$ cat config.mk
export PLATFORM = sky130hd
export DESIGN_NAME = pws_cfg_regs
export DESIGN_NICKNAME = d
export VERILOG_FILES = /design/src/rtl/core/pws_pkg.sv /design/src/rtl/core/pws_cfg_regs.sv
export SDC_FILE = /design/constraint.sdc
export NUM_CORES = 1
export LEC_CHECK = 0
export BUFFER_PORTS_ARGS = -buffer_cell sky130_fd_sc_hd__buf_2
export CAP_MARGIN = 15
export CORE_MARGIN = 4
export CORE_UTILIZATION = 50
export CTS_CLUSTER_SIZE = 28
export DETAILED_ROUTE_END_ITERATION = 12
export PLACE_DENSITY = 0.8
export SYNTH_ARGS = -nofsm -noshare
export SYNTH_HDL_FRONTEND = slang
export SYNTH_SLANG_ARGS = --single-unit
$ cat constraint.sdc
create_clock -name clk -period 1.1 [get_ports clk]
set_input_delay 0.055 -clock clk [delete_from_list [all_inputs] [get_ports clk]]
set_output_delay 0.055 -clock clk [all_outputs]
set_load 0.01 [all_outputs]
$ cat src/rtl/core/pws_pkg.sv
// ----------------------------------------------------------------------------
// pws_pkg
// shared types and constants of the polar waypoint steering core
// ----------------------------------------------------------------------------
package pws_pkg;

  localparam int ANGLE_STEPS = 24;
  localparam int XY_W        = 28;  // cordic datapath width, covers gain growth

  localparam logic [3:0] REG_GOAL_X   = 4'd0;
  localparam logic [3:0] REG_GOAL_Y   = 4'd1;
  localparam logic [3:0] REG_DIST_G   = 4'd2;
  localparam logic [3:0] REG_HEAD_G   = 4'd3;
  localparam logic [3:0] REG_ARRIVE   = 4'd4;
  localparam logic [3:0] REG_SPEED    = 4'd5;
  localparam logic [3:0] REG_TURN     = 4'd6;

  localparam logic [16:0] INV_GAIN_Q16 = 17'd39797;
  localparam logic [31:0] TWO_PI_Q29   = 32'd3373259426;
  localparam logic [15:0] CRAWL_SPEED  = 16'd102;
  localparam logic [31:0] QUARTER_TURN = 32'h4000_0000;
  localparam logic [31:0] HALF_TURN    = 32'h8000_0000;

  typedef struct packed {
    logic signed [15:0] goal_x;
    logic signed [15:0] goal_y;
    logic [15:0]        dist_gain;
    logic [15:0]        head_gain;
    logic [15:0]        arrive_tol;
    logic [15:0]        speed_lim;
    logic [15:0]        turn_lim;
  } cfg_t;

  typedef struct packed {
    logic signed [XY_W-1:0] x;
    logic signed [XY_W-1:0] y;
    logic [31:0]            z;
    logic [15:0]            heading;
  } cordic_t;

  function automatic logic [31:0] atan_lut(input int i);
    logic [31:0] t;
    case (i)
      0: t = 32'h20000000;  1: t = 32'h12E4051E;  2: t = 32'h09FB385B;
      3: t = 32'h051111D4;  4: t = 32'h028B0D43;  5: t = 32'h0145D7E1;
      6: t = 32'h00A2F61E;  7: t = 32'h00517C55;  8: t = 32'h0028BE53;
      9: t = 32'h00145F2F; 10: t = 32'h000A2F98; 11: t = 32'h000517CC;
      12: t = 32'h00028BE6; 13: t = 32'h000145F3; 14: t = 32'h0000A2FA;
      15: t = 32'h0000517D; 16: t = 32'h000028BE; 17: t = 32'h0000145F;
      18: t = 32'h00000A30; 19: t = 32'h00000518; 20: t = 32'h0000028C;
      21: t = 32'h00000146; 22: t = 32'h000000A3; default: t = 32'h00000051;
    endcase
    return t;
  endfunction

endpackage

$ cat src/rtl/core/pws_cfg_regs.sv
// ----------------------------------------------------------------------------
// pws_cfg_regs
// configuration register file
// ----------------------------------------------------------------------------
module pws_cfg_regs (
  input  logic          clk,
  input  logic          rst_n,
  input  logic          cfg_valid,
  input  logic [3:0]    cfg_index,
  input  logic [15:0]   cfg_data,
  output logic          cfg_ready,
  output pws_pkg::cfg_t cfg
);
  import pws_pkg::*;

  cfg_t cfg_r;

  assign cfg_ready = 1'b1;

  always_ff @(posedge clk) begin
    if (!rst_n) begin
      cfg_r.goal_x     <= '0;
      cfg_r.goal_y     <= '0;
      cfg_r.dist_gain  <= 16'd3277;
      cfg_r.head_gain  <= 16'd8192;
      cfg_r.arrive_tol <= 16'd51;
      cfg_r.speed_lim  <= 16'd1229;
      cfg_r.turn_lim   <= 16'd3072;
    end else if (cfg_valid) begin
      unique case (cfg_index)
        REG_GOAL_X: cfg_r.goal_x     <= cfg_data;
        REG_GOAL_Y: cfg_r.goal_y     <= cfg_data;
        REG_DIST_G: cfg_r.dist_gain  <= cfg_data;
        REG_HEAD_G: cfg_r.head_gain  <= cfg_data;
        REG_ARRIVE: cfg_r.arrive_tol <= cfg_data;
        REG_SPEED:  cfg_r.speed_lim  <= cfg_data;
        REG_TURN:   cfg_r.turn_lim   <= cfg_data;
        default: ;
      endcase
    end
  end

  assign cfg = cfg_r;
endmodule

==> reports/results.tsv <==
metric	value	unit
endpoint_worst_hold	cfg[16]	
fp.coreArea	0.00822	mm2
initial_utilization	51.5	%
worstPathArrival	0.88	ns
grt_remaining_overflow	0	
fill_cells	665	
clkPwrFrac	37.0	%
critPathMaxFanout	2	
post-route-period-util	85.1	%
detailedRoute.firstIterationViolations	107	
postRouteWirelength	10.7	mm
highest_count_cells_in_the_layout_ignoring_fill_and_taps	133 x buf_2, 112 x dfxtp_1, 109 x nand2_1	
power.leakage	0.00290	uW
max_cap_viol_count	0	
share_of_final_layout_standard_cells_stronger_than_drive_strength_1	30.7	%
floorplan.die.width	100	um
post_synth.cell_area_avg	9.92	um2
clkSlewWorstSetupHoldPaths	0.11	ns
cts_tree	built	
data_required_time_of_the_critical_path	1.04	ns
detail_route.vias_per_cell	5.14	
gp_congestion	0.805	
setup_repair_after_global_routing_missed_its_margin	false	
cpPeakStageDelay	0.38	ns
later_pin_clock_latency_in_the_skew_report	0.36	ns
yosys_warnings	0	
clock_path_buffers	2	
setup_violations	0	
drt_pre_antenna_iters	4	
critPathBufInv	1	
synth.net_count	449	
detailed_place_hpwl	7.84	mm
layout.cells.most_common	buf_2	
period_minus_slack	0.936	ns
timing.final.ws_setup	0.164	ns
via_count_of_the_first_global_routing_pass	3443	
report.final.slew_viol_count	0	
post_synth_inst_count	426	
maxClockFrequency	1070	MHz
crit_family	flip-flops	
design_area	0.00543	mm2
portion_of_the_post_synthesis_area_used_by_sequential_elements	53.0	%
worstHoldStart	cfg_data[0]	
numClockSinks	112	
timing_hold_violations_final	0	
netlist_area	0.00423	mm2
power_density	1360	mW/mm2
critical_path.startpoint_type	register	
drc_errors	0	
clockRootBuffer	clkbuf_8	
crit-reg2reg-capture	cfg[74]	
skew	0	ns
setup.reg_to_reg.worst_slack	0.35	ns
initial_antenna_violation_count	0	
cell_area_reported_after_detailed_placement	0.00511	mm2
grt_util_overall	21.7	%
flip_flop_count_of_the_largest_register_all_copies_and_words_added	112	
status	completed	
io_pins	136	
area_delta_synth_final	28.5	%
internal_power	5640	uW
vias	3503	
wl_per_cell	15.8	um
capturing_element_type_of_the_critical_path	output port	
portbufs	134	
die_area	0.00999	mm2
p_sw	1780	uW
ir_worst_vdd	841	uV
setup.worst_path.class	reg2out	
final_cells	681	
place_ws	-0.108	ns
cts_setup_buffers	0	
first_pass_grt_wire_length	17.2	mm
die_h	100	um
postLayoutCoreUtil	66.1	%
ant_nets	0	
placementRows	33	
cts-htree-levels	3	
crit_path_top_delay_cell	dfxtp_1	
largest_net_degree_at_the_start_of_global_routing	41	
yosys_register_bits	112	
cts_buffers	9	
library_cells_used_by_synthesis	23	
final_nets	594	
crit_chain	buf_2	
cells_on_worst_reg2reg_path	3	
place_inst	656	
timing.hold.worst.class	in2reg	
switching_share	24.0	%
antenna_cells	0	
share_seq_of_total_power	55.8	%
power.combinational.fraction	7.2	%
worstHoldPathCells	3	
crit-reg2reg-launch	cfg[74]	
finalHoldWorstSlack	0.00727	ns
## layer usage
| metal | wire length (um) | track usage, % | up-vias | part of all wire, % |
|---|---|---|---|---|
| li1 | - | - | 1688 | - |
| met2 | 5010 | 35.7 | 126 | 47 |
| met5 | 0 | 0 | - | 0 |
| met1 | 4630 | 27.9 | 1668 | 43 |
| met4 | 259 | 8.09 | 0 | 2.4 |
| met3 | 850 | 5.07 | 21 | 7.9 |
## power by group through the flow
stage / combinational [uW] / clock, uW / sequential (uW)
finish: 534 / 2740 / 4130
global route: 580 / 2960 / 4140
CTS: 536 / 2780 / 4140
detailed placement: 510 / 0 / 4230
global placement: 500 / 0 / 4230
floorplan: 259 / 0 / 4250
## how the worst max path moves through the flow
stage	start	to	slack [ns]	depth (start not counted)
finish	cfg[78]	cfg[78]	0.16	1
global route	cfg[78]	cfg[78]	0.11	1
CTS	cfg[78]	cfg[78]	0.14	1
detailed placement	cfg_index[1]	cfg[77]	-0.11	4
global placement	cfg_index[3]	cfg[22]	-0.03	5
floorplan	cfg_index[3]	cfg[57]	0.08	5
## logic make-up after synthesis
logic type | synth area share (%)
AO/OA/AOI/OAI | 4.50
buffers and inverters | 4.50
flip-flops | 53.0
multiplexers | 21.8
other | 0.0887
AND/OR/NAND/NOR | 16.1
## synth_stat cells (all sizes together)
| master | instances | area, um2 |
|---|---|---|
| dfxtp | 112 | 2240 |
| nand2b | 16 | 100 |
| nor2 | 1 | 3.75 |
| nor3b | 1 | 18.8 |
| buf | 18 | 129 |
| a21oi | 32 | 160 |
| clkbuf | 12 | 46.3 |
| inv | 4 | 15.0 |
| nand2 | 114 | 440 |
| o211ai | 4 | 30.0 |
| and3 | 1 | 6.26 |
| mux2i | 92 | 921 |
| nor2b | 9 | 56.3 |
| nand4 | 1 | 6.26 |
| and3b | 1 | 8.76 |
| conb | 1 | 3.75 |
| nand3 | 3 | 15.0 |
| and2 | 4 | 25.0 |
## through the flow
stage / total power, uW / TNS [ns]
global placement: 4730 / -0.315
detailed placement: 4740 / -3.22
global route: 7680 / 0
CTS: 7450 / 0
floorplan: 4510 / 0
finish: 7410 / 0
## final cells by class
cell class	count	area [um2]	area share, %
well taps	105	131	2.42
multi-input cells	280	1800	33.0
repair buffers	164	1020	18.8
clock inverters	7	104	1.91
flip-flops and latches	112	2240	41.3
inverters	4	15.0	0.276
clock buffers	9	124	2.28
## what timing repair did
action / in CTS / in global routing
hold endpoints to repair: 13 / 0
gates resized for setup: 0 / 0
hold buffers: 9 / 0
Note: power is estimated with default switching activity, not from simulation.
