$ cat src/rtl/core/pws_pkg.sv
// ----------------------------------------------------------------------------
// pws_pkg
// shared types and constants of the polar waypoint steering core
// ----------------------------------------------------------------------------
package pws_pkg;

  localparam int ANGLE_STEPS = 24;
  localparam int XY_W        = 28;  // cordic datapath width, covers gain growth

  localparam logic [3:0] REG_GOAL_X   = 4'd0;
  localparam logic [3:0] REG_GOAL_Y   = 4'd1;
  localparam logic [3:0] REG_DIST_G   = 4'd2;
  localparam logic [3:0] REG_HEAD_G   = 4'd3;
  localparam logic [3:0] REG_ARRIVE   = 4'd4;
  localparam logic [3:0] REG_SPEED    = 4'd5;
  localparam logic [3:0] REG_TURN     = 4'd6;

  localparam logic [16:0] INV_GAIN_Q16 = 17'd39797;
  localparam logic [31:0] TWO_PI_Q29   = 32'd3373259426;
  localparam logic [15:0] CRAWL_SPEED  = 16'd102;
  localparam logic [31:0] QUARTER_TURN = 32'h4000_0000;
  localparam logic [31:0] HALF_TURN    = 32'h8000_0000;

  typedef struct packed {
    logic signed [15:0] goal_x;
    logic signed [15:0] goal_y;
    logic [15:0]        dist_gain;
    logic [15:0]        head_gain;
    logic [15:0]        arrive_tol;
    logic [15:0]        speed_lim;
    logic [15:0]        turn_lim;
  } cfg_t;

  typedef struct packed {
    logic signed [XY_W-1:0] x;
    logic signed [XY_W-1:0] y;
    logic [31:0]            z;
    logic [15:0]            heading;
  } cordic_t;

  function automatic logic [31:0] atan_lut(input int i);
    logic [31:0] t;
    case (i)
      0: t = 32'h20000000;  1: t = 32'h12E4051E;  2: t = 32'h09FB385B;
      3: t = 32'h051111D4;  4: t = 32'h028B0D43;  5: t = 32'h0145D7E1;
      6: t = 32'h00A2F61E;  7: t = 32'h00517C55;  8: t = 32'h0028BE53;
      9: t = 32'h00145F2F; 10: t = 32'h000A2F98; 11: t = 32'h000517CC;
      12: t = 32'h00028BE6; 13: t = 32'h000145F3; 14: t = 32'h0000A2FA;
      15: t = 32'h0000517D; 16: t = 32'h000028BE; 17: t = 32'h0000145F;
      18: t = 32'h00000A30; 19: t = 32'h00000518; 20: t = 32'h0000028C;
      21: t = 32'h00000146; 22: t = 32'h000000A3; default: t = 32'h00000051;
    endcase
    return t;
  endfunction

endpackage

$ cat src/rtl/core/pws_cordic_stage.sv
// ----------------------------------------------------------------------------
// pws_cordic_stage
// one registered cordic vectoring micro-rotation with stall support
// ----------------------------------------------------------------------------
module pws_cordic_stage #(
  parameter int SHIFT = 0
) (
  input  logic            clk,
  input  logic            rst_n,
  input  logic            en,
  input  logic            in_vld,
  input  pws_pkg::cordic_t in_d,
  output logic            out_vld,
  output pws_pkg::cordic_t out_d
);
  import pws_pkg::*;

  logic             vld_r;
  cordic_t          d_r, d_nxt;
  logic signed [XY_W-1:0] xs, ys;

  always_comb begin
    xs = in_d.x >>> SHIFT;
    ys = in_d.y >>> SHIFT;
    d_nxt = in_d;
    if (!in_d.y[XY_W-1]) begin
      d_nxt.x = in_d.x + ys;
      d_nxt.y = in_d.y - xs;
      d_nxt.z = in_d.z + atan_lut(SHIFT);
    end else begin
      d_nxt.x = in_d.x - ys;
      d_nxt.y = in_d.y + xs;
      d_nxt.z = in_d.z - atan_lut(SHIFT);
    end
  end

  always_ff @(posedge clk) begin
    if (!rst_n) begin
      vld_r <= 1'b0;
    end else if (en) begin
      vld_r <= in_vld;
    end
  end

  always_ff @(posedge clk) begin
    if (en) begin
      d_r <= d_nxt;
    end
  end

  assign out_vld = vld_r;
  assign out_d   = d_r;
endmodule

$ cat config.mk
export PLATFORM = sky130hd
export DESIGN_NAME = pws_cordic_stage
export DESIGN_NICKNAME = d
export VERILOG_FILES = /design/src/rtl/core/pws_pkg.sv /design/src/rtl/core/pws_cordic_stage.sv
export SDC_FILE = /design/constraint.sdc
export NUM_CORES = 1
export LEC_CHECK = 0
export ABC_AREA = 1
export BUFFER_PORTS_ARGS = -buffer_cell sky130_fd_sc_hd__buf_2
export CORE_UTILIZATION = 40
export DETAILED_ROUTE_END_ITERATION = 8
export GPL_ROUTABILITY_DRIVEN = 0
export HOLD_SLACK_MARGIN = 0.1
export PLACE_DENSITY = 0.67
export SLEW_MARGIN = 10
export SYNTH_ARGS = -nofsm -noshare
export SYNTH_HDL_FRONTEND = slang
export SYNTH_SLANG_ARGS = --single-unit
$ cat constraint.sdc
create_clock -name clk -period 2.1 [get_ports clk]
set_input_delay 0.42 -clock clk [delete_from_list [all_inputs] [get_ports clk]]
set_output_delay 0.42 -clock clk [all_outputs]
set_load 0.1 [all_outputs]
==> results of run 1 <==
-- per-stage QoR --
step | utilization | setup WS (ns) | setup TNS (ns) | area, um^2
after detailed placement | 0.524 | -0.364 | -11.19 | 12400
after CTS | 0.537 | 0.0312 | 0 | 12700
after floorplan | - | 0.135 | 0 | 9830
after global placement | 0.524 | -0.313 | -10.38 | 12400
after global routing | 0.542 | -0.00463 | -0.00463 | 12900
final | 0.542 | 0.0882 | 0 | 12900
-- logic make-up (layout without fill, tap and decap cells) --
family | Yosys count | count (layout) | synth area share
simple gates | 752 | 752 | 0.326
buf+inv | 311 | 685 | 0.130
compound gates | 150 | 150 | 0.0857
flops | 104 | 104 | 0.317
fa+ha+maj | 94 | 94 | 0.123
xor+xnor | 19 | 19 | 0.0169
mux | 1 | 1 | 0.00102
-- routing by layer --
| metal | share of wire | global-route usage | up-vias |
|---|---|---|---|
| li1 | - | - | 5232 |
| met1 | 0.43 | 0.312 | 4678 |
| met2 | 0.46 | 0.412 | 507 |
| met3 | 0.074 | 0.0313 | 67 |
| met4 | 0.037 | 0.112 | 0 |
| met5 | 0 | 0 | - |
-- cells in the mapped netlist (17+ instances only) --
cell type    n
a21oi_1     68
nor2_1      80
o21ai_0     32
o21bai_1    17
ha_1        90
inv_1      262
edfxtp_1   103
xor2_1      18
nor2_2      22
nand3_1    125
nand4_1     26
nand2_1    473
-- layout by cell type (no fill, tap or decap), types with 5 or more instances in the layout --
master     count
nand3_1      124
o22ai_1        6
o21ai_1       14
buf_4        181
a21oi_1       64
nor2_2        25
nor2_1        76
edfxtp_1     103
o21bai_1      17
ha_2          21
xor2_1        17
ha_1          69
buf_2        211
o21ai_0       32
a21oi_2        8
nand4_1       26
nor2_4         6
clkbuf_16      9
nand2_1      472
a31oi_1        5
inv_1        260
inv_2         12
nand2_2       11
-- sequential cells by signal (all words and copies together) (netlist names) --
name and count:
out_d 103, out_vld 1
-- how the worst max path moves through the flow --
stage                       to      from  cells after the start  slack [ns]
floorplan            out_d[68]  in_d[48]                     13        0.13
global placement     out_d[74]  in_d[57]                     14       -0.31
detailed placement   out_d[94]  in_d[57]                     14       -0.36
CTS                  out_d[94]  in_d[57]                     14        0.03
global route         out_d[92]  in_d[76]                     14      -0.005
finish              out_d[100]  in_d[76]                     14        0.09
-- what timing repair did --
item                                   4_1_cts  5_1_grt
setup endpoints to repair                    0       30
endpoints found under the hold margin        0        0
gates resized for setup                      0       39
buffers inserted                             0        0
-- power groups by stage --
stage / logic, mW / registers, mW / clock network, mW
CTS: 4.37 / 2.64 / 1.81
floorplan: 1.45 / 4.38 / 0
finish: 4.44 / 2.64 / 1.77
global placement: 4.32 / 2.68 / 0
detailed placement: 4.36 / 2.69 / 0
global route: 4.72 / 2.66 / 1.88
-- area by class of cell --
cell class                      count  area, um^2
Inverter                          274        1030
Sequential cell                   104        3110
Fill cell                        2295       10900
Clock buffer                        9         225
Tap cell                          319         399
Timing Repair Buffer              395        2470
Multi-Input combinational cell   1016        5550
Clock inverter                      7        75.1
==> flow_summary.toml, run 1 <==
[clocking]
cts_htree_levels = 3
cts_hold_buffers = 0
path_clk_slew_ns = 0.09
cts_tree = "yes"
clock-sinks = 104
cts_made_buffers = 9
clock_path_buffers = 2
clk_latency_ns = 0.35
cts-root-buf = "clkbuf_16"

[global_routing]
grt_pass1_vias = 9981
grt_max_degree = 46
antenna_found_initial = 0
grt-ovfl-total = 0
grt_use_total = 0.245
grt_pass1_wl_um = 48900

[setup_path]
path_class = "input port to flop"
critPathMaxStageDelay_ns = 0.44
critPathArrivalTime_ns = 2.14
cp_top_family = "simple AND/OR/NAND/NOR gates"
cp.buffers_inverters = 3
crit_slowest_cell = "fa_1"
r2r_end = "out_vld"
ff2ff_path_depth = 2
crit_top_cell = "nand2_1"
critPathLaunchType = "input port"
rrSetupSlack_ns = 1.46
worstSetupEndpointType = "flop"
worstPathRequired_ns = 2.23
worstPathMaxFanout = 5
r2r-start = "out_vld"
cp_cell_sequence = "buf_2 -> inv_1 -> ha_1 -> fa_1 -> inv_2 -> nand2_1 -> nand3_1 -> nand2_1 -> nand2_4 -> nand2_1 -> nand3_1 -> nand2_1 -> nand3_1 -> nand2_1"

[power]
internal_power_mw = 4.57
ir_worst_vdd_v = 0.000387
p_sw_mw = 4.28
p_clk_frac = 0.200
p_leak_nw = 6.97
power_frac_comb = 0.502
seqPwrFrac = 0.298
powerDensity_mw_per_mm2 = 688
total_power_mw = 8.85
switching_share = 0.483

[hold_path]
hp-class = "input port to flop"
hp-start = "in_d[2]"
min_to = "out_d[2]"
hold_depth = 1

[synthesis]
synth_flop_cell = "edfxtp_1"
async_reset_ff_frac = 0
seq_area_frac_synth = 0.317
postSynthAreaPerCell_um2 = 6.87
ys_ff_latch = 104
synth-edff-count = 103
syn-num-nets = 1633
synthCells = 1431
synth_top_area_frac = 0.315
synth_area_mm2 = 0.00983
synth_top_area_cell = "edfxtp_1"
synth_area_leaders = "edfxtp_1 31%, nand2_1 18%, ha_1 11%, inv_1 10%, nand3_1 6.4%"
ys_types = 37
synth_warnings = 0

[layout]
drive_gt1_frac = 0.281
num_antenna_cells = 0
fin_cells = 2124
layout.nets = 2002
syn2layout_area_growth_pct = 30.9

[floorplan]
die_w_um = 159
die_area_mm2 = 0.0252
core_mm2 = 0.0238
start_util = 0.414
die_h_um = 159
rows = 56
io-pin-count = 213

[placement]
place_hpwl_um = 25700
dp_cells = 2108
portBuffers = 212

[routing]
final_antenna_net_count = 0
vias = 10500
avgViaCountPerCell = 4.94
dr.pass1.iters = 8
wl_um = 31100
drc = 0
route.detailed.wl_per_inst_um = 14.6
drt-initial-drc-count = 820

[sta]
fin_skew_ns = 0
whs_ns = 0.230
min_period_ns = 2.01
drv_slew = 0
setup_viol = 0
relSlewSlack = 0.664
tightest_slew_ns = 0.508
fmax_ghz = 0.497
finalCritPeriodShare = 0.958
hold_viol = 0

[run]
cap_violations = 0

[outcome]
status = "finished, final reports clean"
(Power assumes the default switching activity.)
==> run 2: changes to the inputs <==
--- a/config.mk
+++ b/config.mk
@@ -7,12 +7,14 @@
 export LEC_CHECK = 0
 export ABC_AREA = 1
 export BUFFER_PORTS_ARGS = -buffer_cell sky130_fd_sc_hd__buf_2
+export CELL_PAD_IN_SITES_DETAIL_PLACEMENT = 0
+export CELL_PAD_IN_SITES_GLOBAL_PLACEMENT = 1
 export CORE_UTILIZATION = 40
 export DETAILED_ROUTE_END_ITERATION = 8
 export GPL_ROUTABILITY_DRIVEN = 0
+export GPL_TIMING_DRIVEN = 0
 export HOLD_SLACK_MARGIN = 0.1
-export PLACE_DENSITY = 0.67
-export SLEW_MARGIN = 10
+export PLACE_DENSITY = 0.88
 export SYNTH_ARGS = -nofsm -noshare
 export SYNTH_HDL_FRONTEND = slang
 export SYNTH_SLANG_ARGS = --single-unit
==> run 2 against run 1 <==
Net effect:
- non-clock buffer count shrank 141
- first-iteration DRC count shrank 12%
- worst setup slack lost 0.063 ns
- fmax shrank 3.0%
- critical path type unchanged
- clock skew is the same
- final area shrank 6.7%
- power shrank 3.5%
==> flow_summary.toml, run 2 (synthesized netlist as in run 1, its figures left out) <==
[outcome]
status = "finished, final reports clean"

[floorplan]
start_util = 0.414
rows = 56
die_h_um = 159
io-pin-count = 213
core_mm2 = 0.0238
die_area_mm2 = 0.0252
die_w_um = 159

[sta]
relSlewSlack = 0.251
finalCritPeriodShare = 0.988
setup_slack_ns = 0.0252
drv_slew = 0
whs_ns = 0.235
min_period_ns = 2.07
fmax_ghz = 0.482
fin_skew_ns = 0
hold_viol = 0
tightest_slew_ns = 1.12
setup_viol = 0
rsz0062_at_grt = "true"

[setup_path]
path_class = "input port to flop"
rrSetupSlack_ns = 1.46
worstSetupEndpointType = "flop"
worstPathRequired_ns = 2.31
r2r-start = "out_vld"
critPathArrivalTime_ns = 2.29
ff2ff_path_depth = 2
critPathLaunchType = "input port"
worstPathMaxFanout = 10
r2r_end = "out_vld"

[global_routing]
grt_pass1_wl_um = 49500
grt-ovfl-total = 0
antenna_found_initial = 0
grt_pass1_vias = 9245
grt_max_degree = 80
grt_use_met2 = 0.422
grt_use_met3 = 0.0355
busiest_layer = "met2"
grt_use_total = 0.254
grtUsageMet1 = 0.329

[clocking]
cts_made_buffers = 9
cts_htree_levels = 3
cts-root-buf = "clkbuf_16"
cts_tree = "yes"
cts_hold_buffers = 0
clock-sinks = 104
clock_path_buffers = 2
clk_latency_ns = 0.35
path_clk_slew_ns = 0.07

[routing]
final_antenna_net_count = 0
drc = 0
wl_um = 32500
route.detailed.wl_per_inst_um = 16.4
vias = 10000
avgViaCountPerCell = 5.06
drt-initial-drc-count = 724
dr.pass1.iters = 6

[placement]
pre_cts_ws_ns = -0.455
place_hpwl_um = 26500
dp_cells = 1962
portBuffers = 211

[layout]
layout.nets = 1861
largest_reg_flops = 103
layout_common_cells = "461 x nand2_1, 252 x inv_1, 217 x buf_2"
mostFrequentLayoutCell = "nand2_1"
fillCellCount = 2361
syn2layout_area_growth_pct = 22.1
fin_cells = 1983
final_util = 0.505
drive_gt1_frac = 0.242
num_antenna_cells = 0

[power]
powerDensity_mw_per_mm2 = 712
p_leak_nw = 6.34
total_power_mw = 8.55
ir_worst_vdd_v = 0.000426

[hold_path]
hold_depth = 1
hp-start = "in_d[36]"
min_to = "out_d[36]"
hp-class = "input port to flop"

[run]
cap_violations = 0
## run 2: what timing repair did
item	4_1_cts	5_1_grt
setup buffers	0	5
endpoints found under the hold margin	0	0
resized for setup	2	107
endpoints found under the setup margin	10	41
pin swaps	0	8
## run 2: how the worst max path moves through the flow
stage              from         to  slack (ns)  cells past startpoint
2_1_floorplan  in_d[48]  out_d[68]        0.13                     13
3_3_place_gp         en    out_vld       -0.53                      3
3_5_place_dp   in_d[68]  out_d[97]       -0.45                     13
4_1_cts        in_d[68]  out_d[97]       -0.07                     13
5_1_grt        in_d[52]  out_d[73]       -0.03                     16
6_report       in_d[75]  out_d[97]        0.03                      6
## run 2: final cells by class
class	instances	area, um^2	area share
Inverter	274	1030	0.0860
Clock inverter	6	57.6	0.00480
Clock buffer	10	229	0.0191
Multi-Input combinational cell	1016	5770	0.481
Tap cell	319	399	0.0333
Buffer	37	272	0.0226
Sequential cell	104	3110	0.259
Timing Repair Buffer	217	1120	0.0937
## run 2: where the power goes
part | total [mW] | switching (mW) | internal (mW)
clock | 1.66 | 0.822 | 0.836
combinational | 4.26 | 3.35 | 0.911
sequential | 2.63 | 0.0529 | 2.57
## run 2: metal layers
layer	wire, um	up-vias	part of all wire
li1	-	4951	-
met1	14100	4562	0.44
met2	15000	442	0.46
met3	2120	78	0.065
met4	1260	0	0.039
met5	0	-	0
## run 2: per-stage QoR
stage	area (um^2)	TNS, ns
after floorplan	9830	0
after global placement	11300	-62.17
final	12000	0
after CTS	11600	-0.267
after detailed placement	11300	-14.25
after global routing	12000	-0.173
## run 2: worst max-delay path: stages
cell	delay (ns)
buf_2	0.21
inv_1	0.10
buf_2	0.29
buf_1	0.88
nand3_1	0.22
nand2_2	0.16
==> run 3: changes to the inputs <==
--- a/config.mk
+++ b/config.mk
@@ -14,7 +14,7 @@
 export GPL_ROUTABILITY_DRIVEN = 0
 export GPL_TIMING_DRIVEN = 0
 export HOLD_SLACK_MARGIN = 0.1
-export PLACE_DENSITY = 0.88
+export PLACE_DENSITY = 0.92
 export SYNTH_ARGS = -nofsm -noshare
 export SYNTH_HDL_FRONTEND = slang
 export SYNTH_SLANG_ARGS = --single-unit
==> run 3 against run 2 <==
Net effect:
- power is 0.89% higher
- worst setup slack improved by 0.060 ns
- final cell count is 0.20% lower
- critical path depth increased by 6
- via count barely moved
- sequential power about the same
- register-to-register slack about the same
- clock skew unchanged
- final area increased by 0.17%
- global-route usage up 0.16 points
- core utilization up 0.084 points
- critical path type unchanged
- critical endpoint is now out_d[102]
- largest power group unchanged
==> flow_summary.toml, run 3 (synthesized netlist as in run 1, its figures left out) <==
[layout]
fin_cells = 1979
syn2layout_area_growth_pct = 22.3
drive_gt1_frac = 0.240
layout.nets = 1857
largest_reg_flops = 103
layout_common_cells = "461 x nand2_1, 255 x inv_1, 217 x buf_2"
final_util = 0.506
num_antenna_cells = 0
mostFrequentLayoutCell = "nand2_1"

[routing]
wl_um = 32300
drt-initial-drc-count = 886
drc = 0
dr.pass1.iters = 5
final_antenna_net_count = 0
vias = 10000
route.detailed.wl_per_inst_um = 16.3
avgViaCountPerCell = 5.07

[floorplan]
start_util = 0.414
die_area_mm2 = 0.0252
die_w_um = 159
core_mm2 = 0.0238
io-pin-count = 213
die_h_um = 159
rows = 56

[sta]
relSlewSlack = 0.294
whs_ns = 0.225
drv_slew = 0
hold_viol = 0
fin_skew_ns = 0
tightest_slew_ns = 1.06
fmax_ghz = 0.496
min_period_ns = 2.01
rsz0062_at_grt = "true"
finalCritPeriodShare = 0.959
setup_viol = 0

[power]
ir_worst_vdd_v = 0.000562
total_power_mw = 8.62
powerDensity_mw_per_mm2 = 718
p_leak_nw = 6.34

[clocking]
cts_made_buffers = 9
cts_htree_levels = 3
cts-root-buf = "clkbuf_16"
clk_latency_ns = 0.36
clock-sinks = 104
path_clk_slew_ns = 0.08
clock_path_buffers = 2
cts_tree = "yes"

[placement]
place_hpwl_um = 26200
dp_cells = 1962
portBuffers = 211

[global_routing]
grt-ovfl-total = 0
grt_pass1_vias = 9455
grt_use_total = 0.255
grt_pass1_wl_um = 50000
antenna_found_initial = 0
grt_max_degree = 82

[hold_path]
hp-class = "input port to flop"

[run]
cap_violations = 0

[outcome]
status = "finished, final reports clean"

[setup_path]
critPathArrivalTime_ns = 2.14
critPathLaunchType = "input port"
worstPathRequired_ns = 2.23
path_class = "input port to flop"
worstPathMaxFanout = 10
worstSetupEndpointType = "flop"
-- run 3: layout make-up --
| class | count | area [um^2] |
|---|---|---|
| Clock buffer | 9 | 225 |
| Multi-Input combinational cell | 1016 | 5800 |
| Inverter | 274 | 1030 |
| Tap cell | 319 | 399 |
| Sequential cell | 104 | 3110 |
| Timing Repair Buffer | 213 | 1110 |
| Buffer | 37 | 275 |
| Fill cell | 2384 | 11700 |
| Clock inverter | 7 | 73.8 |
-- run 3: repair_timing --
| action | 4_1_cts | 5_1_grt |
|---|---|---|
| pin swaps | 0 | 5 |
| endpoints found under the setup margin | 9 | 38 |
| gates resized for setup | 5 | 105 |
| hold buffers | 0 | 0 |
| buffers inserted | 0 | 1 |
-- run 3: report_power, final --
| part | switching, mW | internal [mW] |
|---|---|---|
| Sequential | 0.0489 | 2.57 |
| Combinational | 3.35 | 0.912 |
| Clock | 0.891 | 0.844 |
-- run 3: metrics by stage --
step	TNS [ns]	instance area (um^2)	worst slack, ns
floorplan	0	9830	0.135
global placement	-59.68	11300	-0.505
detailed placement	-14.54	11300	-0.471
CTS	0	11600	0.00429
global route	-0.176	12000	-0.0325
finish	0	12000	0.0855
-- run 3: worst max-delay path: stages --
cell	delay [ns]
buf_2	0.13
inv_1	0.05
ha_1	0.33
buf_6	0.17
nand2_1	0.06
nand2_1	0.15
a21oi_4	0.22
nand3_2	0.21
nand2_1	0.13
nand4_1	0.08
nand3_1	0.10
nand2_1	0.08
-- run 3: path summary, 6_finish.rpt --
check                                  end  depth (start not counted)      from  slack, ns
worst max-delay path            out_d[102]                         12  in_d[57]       0.09
worst min-delay path             out_d[26]                          1  in_d[26]       0.23
worst max register to register     out_vld                          2   out_vld       1.45
worst min register to register     out_vld                          2   out_vld       0.56
-- run 3: layer usage --
metal / share of wire / global-route usage
met1: 0.43 / 0.329
met2: 0.47 / 0.433
met3: 0.072 / 0.0300
met4: 0.030 / 0.103
met5: 0 / 0
